**src/rtl/wbba_pkg.sv**
```systemverilog
package wbba_pkg;

  // Sizing of the slot table and the running total.
  localparam int NUM_SLOTS  = 16;
  localparam int USAGE_BITS = 48;
  localparam int SLOT_W     = (NUM_SLOTS > 1) ? $clog2(NUM_SLOTS) : 1;
  localparam int LIMIT_W    = 52;
  localparam int TOTAL_W    = USAGE_BITS + SLOT_W;
  localparam int SUM_W      = (TOTAL_W > LIMIT_W) ? TOTAL_W : LIMIT_W;

  localparam logic [LIMIT_W-1:0] LIMIT_RESET = LIMIT_W'(268435456);
  localparam logic [SUM_W-1:0]   TOTAL_CAP   = SUM_W'({LIMIT_W{1'b1}});

  // Request codes.
  localparam logic [1:0] REQ_REGISTER   = 2'd0;
  localparam logic [1:0] REQ_UNREGISTER = 2'd1;
  localparam logic [1:0] REQ_WRITE_DONE = 2'd2;
  localparam logic [1:0] REQ_FLUSH_RPT  = 2'd3;

  // Status codes.
  localparam logic [1:0] STAT_OK        = 2'd0;
  localparam logic [1:0] STAT_FLUSH_REQ = 2'd1;
  localparam logic [1:0] STAT_NO_RELIEF = 2'd2;
  localparam logic [1:0] STAT_FLUSH_ERR = 2'd3;

  typedef struct packed {
    logic [1:0]  req_type;
    logic [3:0]  writer_slot;
    logic [47:0] usage_bytes;
    logic        flush_ok;
  } in_word_t;

  typedef struct packed {
    logic [1:0]         status;
    logic [3:0]         flush_target;
    logic [LIMIT_W-1:0] total_bytes;
  } out_word_t;

endpackage

```
**src/rtl/write_buffer_budget_arbiter.sv**
```systemverilog
// Write-buffer memory budget arbiter.
//
// Requests arrive on the in_ channel (valid/stall); one result word leaves on
// the out_ channel for every request word. A word moves at a clock edge where
// valid is high and stall is low. The memory limit is written through
// cfg_wr_en / cfg_wr_data; the user must write it only while the block is
// idle, as the block itself does not enforce this. Each request is worked off
// by a small sequencer around one shared add/subtract unit and a slot table
// with registered read. An unregister passes the read and subtract steps; a
// register adds the add step, a write-completed request then the limit check,
// and a flush report a progress check before the limit check. If the total
// reaches the limit, the whole slot table is scanned, one slot read per cycle.
// Ignored requests and failed flushes go straight to the result. in_stall is
// high while a request is in progress, so the next word is taken in the cycle
// after a result is loaded. The result sits in an output register, so that
// next request is taken while the receiver stalls; the sequencer only waits
// at its end if the previous result has still not been taken. Reset
// (synchronous, rst_n low) empties the slot table, clears the total and any
// flush episode, and restores the limit to 256 MiB. No clearing pass is needed.
module write_buffer_budget_arbiter
  import wbba_pkg::*;
(
  input  logic               clk,
  input  logic               rst_n,
  input  logic               in_valid,
  output logic               in_stall,
  input  in_word_t           in_data,
  output logic               out_valid,
  input  logic               out_stall,
  output out_word_t          out_data,
  input  logic               cfg_wr_en,
  input  logic [LIMIT_W-1:0] cfg_wr_data
);

  // Sequencer states.
  localparam logic [3:0] S_IDLE  = 4'd0;
  localparam logic [3:0] S_RD    = 4'd1;
  localparam logic [3:0] S_SUB   = 4'd2;
  localparam logic [3:0] S_ADD   = 4'd3;
  localparam logic [3:0] S_PROG  = 4'd4;
  localparam logic [3:0] S_LIM   = 4'd5;
  localparam logic [3:0] S_SCAN  = 4'd6;
  localparam logic [3:0] S_DRAIN = 4'd7;
  localparam logic [3:0] S_FIN   = 4'd8;
  localparam logic [3:0] S_DONE  = 4'd9;

  localparam logic [SLOT_W-1:0] LAST_SLOT = SLOT_W'(NUM_SLOTS - 1);

  logic [3:0]            state_r;
  logic [LIMIT_W-1:0]    limit_r;
  logic [SUM_W-1:0]      total_r;
  logic [NUM_SLOTS-1:0]  present_r;
  logic [NUM_SLOTS-1:0]  np_mask_r;
  logic                  pend_r;
  logic [SLOT_W-1:0]     pend_slot_r;
  logic [USAGE_BITS-1:0] ubf_r;
  logic                  out_valid_r;

  // Working registers of the request in progress.
  logic [1:0]            req_r;
  logic [SLOT_W-1:0]     tgt_r;
  logic [USAGE_BITS-1:0] use_r;
  logic [1:0]            status_r;
  logic [SLOT_W-1:0]     target_r;
  logic [SLOT_W-1:0]     scan_idx_r;
  logic [SLOT_W-1:0]     cmp_idx_r;
  logic                  cmp_vld_r;
  logic                  found_r;
  logic [SLOT_W-1:0]     best_idx_r;
  logic [USAGE_BITS-1:0] best_use_r;
  out_word_t             out_data_r;

  logic                  in_acc;
  logic                  res_free;
  logic                  slot_ok;
  logic [SLOT_W-1:0]     in_slot;
  logic [SLOT_W-1:0]     raddr;
  logic [USAGE_BITS-1:0] rdata;
  logic [USAGE_BITS-1:0] old_use;
  logic                  ram_we;
  logic [SUM_W-1:0]      alu_a;
  logic [SUM_W-1:0]      alu_b;
  logic                  alu_sub;
  logic [SUM_W-1:0]      alu_res;
  logic                  alu_carry;
  logic                  cand_ok;

  assign in_stall  = (state_r != S_IDLE);
  assign in_acc    = in_valid && !in_stall;
  assign res_free  = !out_valid_r || !out_stall;
  assign out_valid = out_valid_r;
  assign out_data  = out_data_r;

  assign slot_ok = (32'(in_data.writer_slot) < NUM_SLOTS);
  assign in_slot = SLOT_W'(in_data.writer_slot);

  // The slot table is read at the request's slot, or walked during a scan.
  assign raddr   = (state_r == S_SCAN) ? scan_idx_r : tgt_r;
  assign ram_we  = (state_r == S_ADD);
  assign old_use = present_r[tgt_r] ? rdata : '0;

  wbba_ram #(
    .WIDTH(USAGE_BITS),
    .DEPTH(NUM_SLOTS)
  ) u_slot_ram (
    .clk  (clk),
    .we   (ram_we),
    .waddr(tgt_r),
    .wdata(use_r),
    .raddr(raddr),
    .rdata(rdata)
  );

  // Operand selection for the shared adder. The scan compare owns the unit
  // whenever a scan read is returning; no other step runs in those cycles.
  always_comb begin
    alu_a   = total_r;
    alu_b   = SUM_W'(old_use);
    alu_sub = 1'b1;
    if (cmp_vld_r) begin
      alu_a = SUM_W'(best_use_r);
      alu_b = SUM_W'(rdata);
    end else begin
      case (state_r)
        S_ADD: begin
          alu_b   = SUM_W'(use_r);
          alu_sub = 1'b0;
        end
        S_PROG: begin
          alu_a = SUM_W'(use_r);
          alu_b = SUM_W'(ubf_r);
        end
        S_LIM: begin
          alu_b = SUM_W'(limit_r);
        end
        default: begin
          alu_b = SUM_W'(old_use);
        end
      endcase
    end
  end

  wbba_alu u_alu (
    .a    (alu_a),
    .b    (alu_b),
    .sub  (alu_sub),
    .res  (alu_res),
    .carry(alu_carry)
  );

  // A scanned slot becomes the candidate when it is present, has made
  // progress, and holds strictly more than the best so far. Strictness keeps
  // the lowest index on ties and skips empty slots.
  assign cand_ok = present_r[cmp_idx_r] && !np_mask_r[cmp_idx_r] && !alu_carry;

  // Control and architectural state.
  always_ff @(posedge clk) begin
    if (!rst_n) begin
      state_r     <= S_IDLE;
      limit_r     <= LIMIT_RESET;
      total_r     <= '0;
      present_r   <= '0;
      np_mask_r   <= '0;
      pend_r      <= 1'b0;
      pend_slot_r <= '0;
      ubf_r       <= '0;
      out_valid_r <= 1'b0;
      cmp_vld_r   <= 1'b0;
    end else begin
      if (cfg_wr_en) begin
        limit_r <= cfg_wr_data;
      end
      cmp_vld_r <= (state_r == S_SCAN);
      // A new result is loaded as soon as the output register is free;
      // otherwise a taken result leaves it empty.
      if (state_r == S_DONE && res_free) begin
        out_valid_r <= 1'b1;
      end else if (!out_stall) begin
        out_valid_r <= 1'b0;
      end

      unique case (state_r)
        S_IDLE: begin
          if (in_acc) begin
            if (in_data.req_type == REQ_FLUSH_RPT) begin
              if (!pend_r) begin
                state_r <= S_DONE;
              end else if (!in_data.flush_ok) begin
                pend_r    <= 1'b0;
                np_mask_r <= '0;
                state_r   <= S_DONE;
              end else begin
                state_r <= S_RD;
              end
            end else if (!slot_ok) begin
              state_r <= S_DONE;
            end else if (in_data.req_type == REQ_UNREGISTER && !present_r[in_slot]) begin
              state_r <= S_DONE;
            end else begin
              state_r <= S_RD;
            end
          end
        end
        S_RD: begin
          state_r <= S_SUB;
        end
        S_SUB: begin
          total_r <= alu_res;
          if (req_r == REQ_UNREGISTER) begin
            present_r[tgt_r] <= 1'b0;
            np_mask_r[tgt_r] <= 1'b0;
            if (pend_r && pend_slot_r == tgt_r) begin
              pend_r <= 1'b0;
            end
            state_r <= S_DONE;
          end else begin
            state_r <= S_ADD;
          end
        end
        S_ADD: begin
          total_r          <= alu_res;
          present_r[tgt_r] <= 1'b1;
          if (req_r == REQ_REGISTER) begin
            state_r <= S_DONE;
          end else if (req_r == REQ_WRITE_DONE) begin
            np_mask_r <= '0;
            pend_r    <= 1'b0;
            state_r   <= S_LIM;
          end else begin
            state_r <= S_PROG;
          end
        end
        S_PROG: begin
          // Usage that did not fall marks the slot as making no progress.
          np_mask_r[tgt_r] <= alu_carry;
          state_r          <= S_LIM;
        end
        S_LIM: begin
          if (!alu_carry) begin
            pend_r    <= 1'b0;
            np_mask_r <= '0;
            state_r   <= S_DONE;
          end else begin
            state_r <= S_SCAN;
          end
        end
        S_SCAN: begin
          if (scan_idx_r == LAST_SLOT) begin
            state_r <= S_DRAIN;
          end
        end
        S_DRAIN: begin
          state_r <= S_FIN;
        end
        S_FIN: begin
          if (!found_r) begin
            pend_r    <= 1'b0;
            np_mask_r <= '0;
          end else begin
            pend_r      <= 1'b1;
            pend_slot_r <= best_idx_r;
            ubf_r       <= best_use_r;
          end
          state_r <= S_DONE;
        end
        S_DONE: begin
          if (res_free) begin
            state_r <= S_IDLE;
          end
        end
        default: begin
          state_r <= S_IDLE;
        end
      endcase
    end
  end

  // Payload and working registers.
  always_ff @(posedge clk) begin
    if (in_acc) begin
      req_r    <= in_data.req_type;
      use_r    <= USAGE_BITS'(in_data.usage_bytes);
      tgt_r    <= (in_data.req_type == REQ_FLUSH_RPT) ? pend_slot_r : in_slot;
      target_r <= '0;
      status_r <= (in_data.req_type == REQ_FLUSH_RPT && pend_r && !in_data.flush_ok) ?
                  STAT_FLUSH_ERR : STAT_OK;
    end
    if (state_r == S_LIM) begin
      scan_idx_r <= '0;
      found_r    <= 1'b0;
      best_idx_r <= '0;
      best_use_r <= '0;
    end
    if (state_r == S_SCAN) begin
      scan_idx_r <= scan_idx_r + SLOT_W'(1);
      cmp_idx_r  <= scan_idx_r;
    end
    if (cmp_vld_r && cand_ok) begin
      best_use_r <= rdata;
      best_idx_r <= cmp_idx_r;
      found_r    <= 1'b1;
    end
    if (state_r == S_FIN) begin
      if (found_r) begin
        status_r <= STAT_FLUSH_REQ;
        target_r <= best_idx_r;
      end else begin
        status_r <= STAT_NO_RELIEF;
      end
    end
    if (state_r == S_DONE && res_free) begin
      out_data_r.status       <= status_r;
      out_data_r.flush_target <= (status_r == STAT_FLUSH_REQ) ? 4'(target_r) : 4'd0;
      out_data_r.total_bytes  <= (total_r > TOTAL_CAP) ? LIMIT_W'(TOTAL_CAP) :
                                 LIMIT_W'(total_r);
    end
  end

endmodule

```
**src/rtl/wbba_ram.sv**
```systemverilog
module wbba_ram #(
  parameter int WIDTH = 8,
  parameter int DEPTH = 16
) (
  input  logic                     clk,
  input  logic                     we,
  input  logic [$clog2(DEPTH)-1:0] waddr,
  input  logic [WIDTH-1:0]         wdata,
  input  logic [$clog2(DEPTH)-1:0] raddr,
  output logic [WIDTH-1:0]         rdata
);

  logic [WIDTH-1:0] mem [DEPTH];

  always_ff @(posedge clk) begin
    if (we) begin
      mem[waddr] <= wdata;
    end
    rdata <= mem[raddr];
  end

endmodule

```
**src/rtl/wbba_alu.sv**
```systemverilog
module wbba_alu
  import wbba_pkg::*;
(
  input  logic [SUM_W-1:0] a,
  input  logic [SUM_W-1:0] b,
  input  logic             sub,
  output logic [SUM_W-1:0] res,
  output logic             carry
);

  // On a subtraction the carry out is set when a is at least b.
  logic [SUM_W:0] full;

  assign full  = {1'b0, a} + {1'b0, (sub ? ~b : b)} + {{SUM_W{1'b0}}, sub};
  assign res   = full[SUM_W-1:0];
  assign carry = full[SUM_W];

endmodule
```
**config.mk**
```make
export PLATFORM = sky130hd
export DESIGN_NAME = write_buffer_budget_arbiter
export DESIGN_NICKNAME = d
export VERILOG_FILES = /design/src/rtl/wbba_pkg.sv /design/src/rtl/write_buffer_budget_arbiter.sv /design/src/rtl/wbba_ram.sv /design/src/rtl/wbba_alu.sv
export SDC_FILE = /design/constraint.sdc
export NUM_CORES = 2
export LEC_CHECK = 0
export BUFFER_PORTS_ARGS = -buffer_cell sky130_fd_sc_hd__buf_4
export CORE_MARGIN = 8
export CORE_UTILIZATION = 37
export CTS_CLUSTER_DIAMETER = 200
export DETAILED_ROUTE_END_ITERATION = 8
export PLACE_DENSITY = 0.64
export REMOVE_ABC_BUFFERS = 1
export SKIP_CTS_REPAIR_TIMING = 1
export SLEW_MARGIN = 20
export SYNTH_ARGS = -nofsm -noshare
export SYNTH_HDL_FRONTEND = slang
export SYNTH_SLANG_ARGS = --single-unit
```
**constraint.sdc**
```tcl
create_clock -name clk -period 6.8 [get_ports clk]
set_input_delay 1.02 -clock clk [delete_from_list [all_inputs] [get_ports clk]]
set_output_delay 1.02 -clock clk [all_outputs]
set_load 0.02 [all_outputs]
```
### Word-level counts from Yosys, hierarchy flattened

Memory sizes are Yosys's and may differ from the RTL's. A register that Yosys moved wholly into a read port is not among the register bits.
Index checks and enable logic that the tools add are counted.

* register bits after elaboration: 374
* latch bits: 0
* RAM bits: 768
* bits in read-only memories: 0
* logic and storage cells: 171
* memories kept: 1

Memory list
* u_slot_ram.mem: depth 16, bits a word 48, rd ports 1, clocked after Yosys merged registers in 1, write ports 1, RTL line wbba_ram.sv:13 `logic [WIDTH-1:0] mem [DEPTH];`

* $add $sub $neg: 3
* multiply operators: 0
* div/mod/pow operators: 0
* order comparisons: 5
* eq/ne operators: 29
* shifts and indexed selects: 0
* muxes and demuxes: 72
* bitwise logic cells: 5
* reduce and logical (&&, ||, !) cells: 33

Operator list (count)
* two-way mux 52 bit: 4
* two-way mux 16 bit: 10
* one-hot mux 52 bit (3 select lines): 1
* two-way mux 48 bit: 3
* one-hot mux 16 bit (6 select lines): 1
* two-way mux 4 bit: 18
* adder 52 x 52 -> 53 bit: 1
* adder 53 x 1 -> 53 bit: 1
* greater-than comparator 52 bit (second input constant): 1
* NOT 52 bit: 1
* one-hot mux 4 bit (10 select lines): 1
* AND 16 bit: 2
* one-hot mux 16 bit (2 select lines): 1
* two-way mux 1 bit: 22
* inequality test 2 bit (second input constant): 11
* binary-select mux 1 bit (select 4 bit): 4
* bitwise mux 16 bit: 1
* equality test 4 x 3 -> 1 bit (second input constant): 4
* NOT 16 bit: 1
* OR 16 bit: 1
* < comparator 4 x 5 -> 1 bit (second input constant): 3
* equality test 4 bit (second input constant): 3
* logical AND 1 bit: 10
* AND reduction 10 bit: 1
* 23 further kinds: 41

### Depth between registers and ports, before layout

* depth after elaboration: 13
* depth in mapped cells: 22

### Cells and area by module

Synthesis repeated with hierarchy kept, for this count alone.

* cell total of the unflattened synthesis: 3450
* area total of the unflattened synthesis: 49937.9 um^2

Modules (own cells, without submodules)
* wbba_ram: instances 1, cells an instance 1242, area each 29691.0 um^2, sequential area each 24023.0 um^2
* write_buffer_budget_arbiter: instances 1, cells an instance 1704, area each 16580.9 um^2, sequential area each 9228.9 um^2
* wbba_alu: instances 1, cells an instance 504, area each 3666.0 um^2, sequential area each 0.0 um^2

### Worst setup path before layout

OpenSTA, ideal clock, no wires.

* path kind: register to register
* start: register tgt_r[0]
* end: register best_idx_r[0], enable pin
* library setup time: 0.412 ns
* arrival time: 5.615 ns
* required time: 6.388 ns
* setup slack: 0.773 ns
* cell stages (with the launch flop): 20
* buffers on the path: 5
* clock period less this slack: 6.027 ns
* cell sequence: edfxtp_1 buf_6 mux4_2 o22ai_2 nor4_1 or3_1 buf_2 clkbuf_1 clkbuf_1 o22ai_1 fa_1 a21o_1 a221oi_1 a221oi_2 a22oi_1 o221ai_2 o21ai_2 buf_2 and2_1 or2_1

* longest elaborated chain between the ends: 13

Ends and longest elaborated chain
* start: declaration: RTL line write_buffer_budget_arbiter.sv:61 `logic [SLOT_W-1:0] tgt_r;`
* start signal: assignment: RTL line write_buffer_budget_arbiter.sv:283 `tgt_r <= (in_data.req_type == REQ_FLUSH_RPT) ? pend_slot_r : in_slot;`
* binary-select mux 1 bit (select 4 bit) *: RTL line write_buffer_budget_arbiter.sv:100 `assign old_use = present_r[tgt_r] ? rdata : '0;`
* two-way mux 1 bit (implied by the code) *: RTL line write_buffer_budget_arbiter.sv:100
* two-way mux 48 bit *: RTL line write_buffer_budget_arbiter.sv:100
* one-hot mux 52 bit (3 select lines) *: RTL line write_buffer_budget_arbiter.sv:124 `case (state_r)`
* two-way mux 52 bit *: RTL line write_buffer_budget_arbiter.sv:120 `if (cmp_vld_r) begin`
* NOT 52 bit: RTL line wbba_alu.sv:14 `assign full = {1'b0, a} + {1'b0, (sub ? ~b : b)} + {{SUM_W{1'b0}}, sub};`
* two-way mux 52 bit *: RTL line wbba_alu.sv:14
* adder 52 x 52 -> 53 bit *: RTL line wbba_alu.sv:14
* adder 53 x 1 -> 53 bit *: RTL line wbba_alu.sv:14
* zero test 1 bit *
* logical AND 1 bit *: RTL line write_buffer_budget_arbiter.sv:154 `assign cand_ok = present_r[cmp_idx_r] && !np_mask_r[cmp_idx_r] && !alu_carry;`
* logical AND 1 bit *: RTL line write_buffer_budget_arbiter.sv:298 `if (cmp_vld_r && cand_ok) begin`
* nonzero test 2 bit (no line) *
* end signal: assignment: RTL line write_buffer_budget_arbiter.sv:300 `best_idx_r <= cmp_idx_r;`
* end: declaration: RTL line write_buffer_budget_arbiter.sv:69 `logic [SLOT_W-1:0] best_idx_r;`

Mark *: on every way between the ends. The rest lies on a longest branch, timed or not. The select of a mux whose other input is x is not followed.
A chain may end at the register's enable or synchronous reset.

### Worst setup path after layout

* start: register state_r[1]
* end: register best_use_r[5], enable pin

* longest elaborated chain between the ends: 11
* elaborated cells on any way between the ends: 17

Ends and longest elaborated chain
* start: declaration: RTL line write_buffer_budget_arbiter.sv:49 `logic [3:0] state_r;`
* start signal: assignment: RTL line write_buffer_budget_arbiter.sv:159 `state_r <= S_IDLE;`
* start signal: assignment: RTL line write_buffer_budget_arbiter.sv:187 `state_r <= S_DONE;`
* start signal: assignment: RTL line write_buffer_budget_arbiter.sv:191 `state_r <= S_DONE;`
* equality test 4 x 3 -> 1 bit (tied with other cells): RTL line write_buffer_budget_arbiter.sv:124, write_buffer_budget_arbiter.sv:288
* one-hot mux 52 bit (3 select lines): RTL line write_buffer_budget_arbiter.sv:124
* two-way mux 52 bit: RTL line write_buffer_budget_arbiter.sv:120
* NOT 52 bit: RTL line wbba_alu.sv:14
* two-way mux 52 bit: RTL line wbba_alu.sv:14
* adder 52 x 52 -> 53 bit: RTL line wbba_alu.sv:14
* adder 53 x 1 -> 53 bit: RTL line wbba_alu.sv:14
* zero test 1 bit
* logical AND 1 bit: RTL line write_buffer_budget_arbiter.sv:154
* logical AND 1 bit: RTL line write_buffer_budget_arbiter.sv:298
* nonzero test 2 bit (no line) *
* end signal: assignment: RTL line write_buffer_budget_arbiter.sv:299 `best_use_r <= rdata;`
* end: declaration: RTL line write_buffer_budget_arbiter.sv:70 `logic [USAGE_BITS-1:0] best_use_r;`

Mark *: on every way between the ends. The rest lies on a longest branch, timed or not.

==> summary.md <==
| Metric | Value |
|---|---|
| Status | `complete, no violations` |
| Die W | `381 microns` |
| Final net count | `3,665` |
| Worst setup EP type | `register` |
| Count leader, synth | `edfxtp_1` |
| Final Slew Violations | `0` |
| Final hold viol count | `0` |
| EDFF count, synth | `942` |
| Leakage power | `19.0 nW` |
| Origin of the critical flop-to-flop path | `state_r[1]` |
| Critical path depth | `16` |
| Synthesized area | `49,300 sq um` |
| WL per Instance | `25.2 microns` |
| Hold path depth | `0` |
| Crit Path Category | `register to register` |
| Synth area leaders | `edfxtp_1, dfxtp_1, mux4_2, nand2_1, mux2i_1` |
| Register area | `33,300 sq um` |
| Share of layout cells above drive strength 1 | `19.3%` |
| Post-detailed-routing wire length | `135 mm` |
| Vias in the first global route | `29,500` |
| Pin count of the biggest net entering global routing | `83` |
| Avg Vias per Cell | `5.60` |
| Fillers | `12,000` |
| Cell family with most CP delay | `compound AO/OA/AOI/OAI gates` |
| PortBufs | `171` |
| DRT iter0 DRCs | `3,190` |
| Worst-path cell chain | `nand2b_1 -> o21ai_1 -> nor4_1 -> or3_2 -> buf_4 -> o22ai_1 -> ha_1 -> a211o_1 -> a2111oi_0 -> a221oi_2 -> a22oi_1 -> o221ai_2 -> o21ai_4 -> and2_1 -> or2_2 -> buf_4` |
| Period utilisation layout | `91.3%` |
| RSZ-0062 raised after global routing | `false` |
| Diodes inserted | `0` |
| TritonRoute pass-1 iters | `5` |
| Total Routing Usage GR | `17.9%` |
| Starting density of the core | `37.1%` |
| CP Buf/Inv Count | `2` |
| Placed wire-length estimate | `84.1 mm` |
| # rows | `134` |
| Worst-path clk slew | `70 ps` |
| Clk_lat worst skew | `720 ps` |
| I/O Pins | `172` |
| Vias after detailed routing | `30,100` |
| First-pass GRT wire length | `198 mm` |
| Pwr dens | `428 nW/um^2` |
| Max Cap Viol | `0` |
| H-tree depth | `3` |
| Max Root-Sink Buffers | `3` |
| Tot Pwr | `24.2 mW` |
| Num CTS Buffers | `118` |
| Fmax | `161 MHz` |
| Clock root cell | `clkbuf_16` |
| Tightest Hold Check Type | `register to register` |
| Cell Count, Final, Fillers Out | `5,371` |
| Worst clock skew | `42.9 ps` |
| Core box area | `133,000 sq um` |
| Yosys top cell area share | `57.4%` |
| Crit path required time | `7140 ps` |
| Reg2reg end | `best_use_r[5]` |
| Transition time of the tightest slew-check pin | `1040 ps` |
| Post-layout min period | `6210 ps` |
| Final core occ | `42.5%` |
| Worst path max stage delay | `770 ps` |
| Endpoints failing setup | `0` |
| #FFs+latches synth | `1,190` |
| Die ar. | `145,000 sq um` |
| Synth Flop Type | `edfxtp_1` |
| Yosys cell types | `84` |
| Worst EP arrival | `6560 ps` |
| Area Growth Syn to Fin | `14.6%` |
| Number of routed nets with antenna violations | `0` |
| Sequential cell area fraction in the yosys report | `67.5%` |
| Synth warn | `0` |
| CTS Sinks | `1,190` |
| Critical-path top delay cell | `dfxtp_1` |
| Worst r2r path cells | `16` |
| Asr flop ratio synth | `0%` |
| Synth area leader | `edfxtp_1` |
| Synthesized instance count | `3,404` |
| # DRC | `0` |
| Critical Path End | `best_use_r[5]` |
| Height of the die | `381 microns` |
| R2R setup slack | `590 ps` |
| Final global-route overflow total | `0` |
| Syn avg cell area | `14.5 sq um` |
| Slew HR | `30.9%` |
| Critical path peak fanout | `25` |
| CP startpoint | `state_r[1]` |
| Startpoint Class | `register` |
| CTS tree | `done` |
| GP Congestion | `0.913` |
| Worst vdd rail ir drop | `0.377 mV` |
| Multi-input gate area | `15,100 sq um` |
| Most common cell on crit path | `buf_4` |
| Fin Hold WS | `447 ps` |
| Placed cells | `5,148` |
| Antenna violations before repair | `7` |
| Top cells by count, synth | `edfxtp_1, nand2_1, dfxtp_1` |
[flip-flops by register name, indices dropped and copies added, names as in the netlist, 2 cells and up, named ones only]
signal	cells
use_r	48
total_r	52
np_mask_r	16
tgt_r	4
target_r	4
ubf_r	48
out_data	58
u_slot_ram.rdata	48
u_slot_ram.mem	768
state_r	4
pend_slot_r	4
best_idx_r	4
cmp_idx_r	4
best_use_r	48
scan_idx_r	4
req_r	2
status_r	2
limit_r	52
[kinds of logic after synthesis]
kind of cell	after synthesis	synth area share [%]
AND/OR/NAND/NOR	833	7.69
multiplexers	314	11.5
buffers and inverters	288	2.35
XOR/XNOR	49	0.871
flip-flops	1190	67.5
AO/OA/AOI/OAI	677	8.77
adder cells (fa/ha/maj)	53	1.36
[metal layers]
metal	vias to the layer above	GRT usage [%]	wire length (microns)
met5	-	0	34
li1	13300	-	-
met1	15400	25.7	59100
met3	198	3.68	11000
met4	4	4.24	3100
met2	1173	28.0	62000
[layout make-up]
class | count | area share (%)
Timing Repair Buffer | 243 | 3.43
Tap cell | 1768 | 3.92
Multi-Input combinational cell | 1926 | 26.8
Clock inverter | 67 | 1.10
Sequential cell | 1190 | 58.9
Inverter | 21 | 0.148
Clock buffer | 156 | 5.72
[worst min path at each step]
stage | from | end
after global routing | in_data[4] | use_r[3]
after CTS | in_data[8] | use_r[7]
after floorplan | target_r[0] | target_r[0]
after detailed placement | status_r[0] | out_data[56]
after global placement | status_r[0] | out_data[56]
final | status_r[0] | out_data[56]
[through the flow]
step	setup WS, ps	setup TNS, ps	area, sq um
global placement	899	0	52600
global route	192	0	56500
CTS	707	0	56500
finish	588	0	56500
floorplan	-13470	-1356490	48200
detailed placement	740	0	52600
[power breakdown]
group,leakage (nW),switching [mW],internal (mW)
Combinational,6.43,5.07,3.04
Sequential,10.7,0.856,8.70
Clock,1.89,2.78,3.72
[cell usage in the layout, fill, tap and decap left out, types with 18 or more instances in the layout]
cell type / n
a211oi_1: 57
a21o_1: 21
a21oi_1: 149
a22oi_1: 64
a31oi_1: 59
and2_1: 63
and3_1: 62
buf_4: 234
clkbuf_1: 27
clkbuf_16: 120
clkinv_1: 21
clkinv_2: 23
dfxtp_1: 247
edfxtp_1: 942
ha_1: 52
inv_1: 19
mux2i_1: 104
mux4_2: 199
nand2_1: 408
nand3_1: 23
nor2_1: 141
nor2_4: 18
nor3_1: 25
o21ai_0: 137
o21ai_1: 37
o22ai_1: 49
xnor2_1: 22
xor2_1: 27
Power figures use the tool's default switching activity.
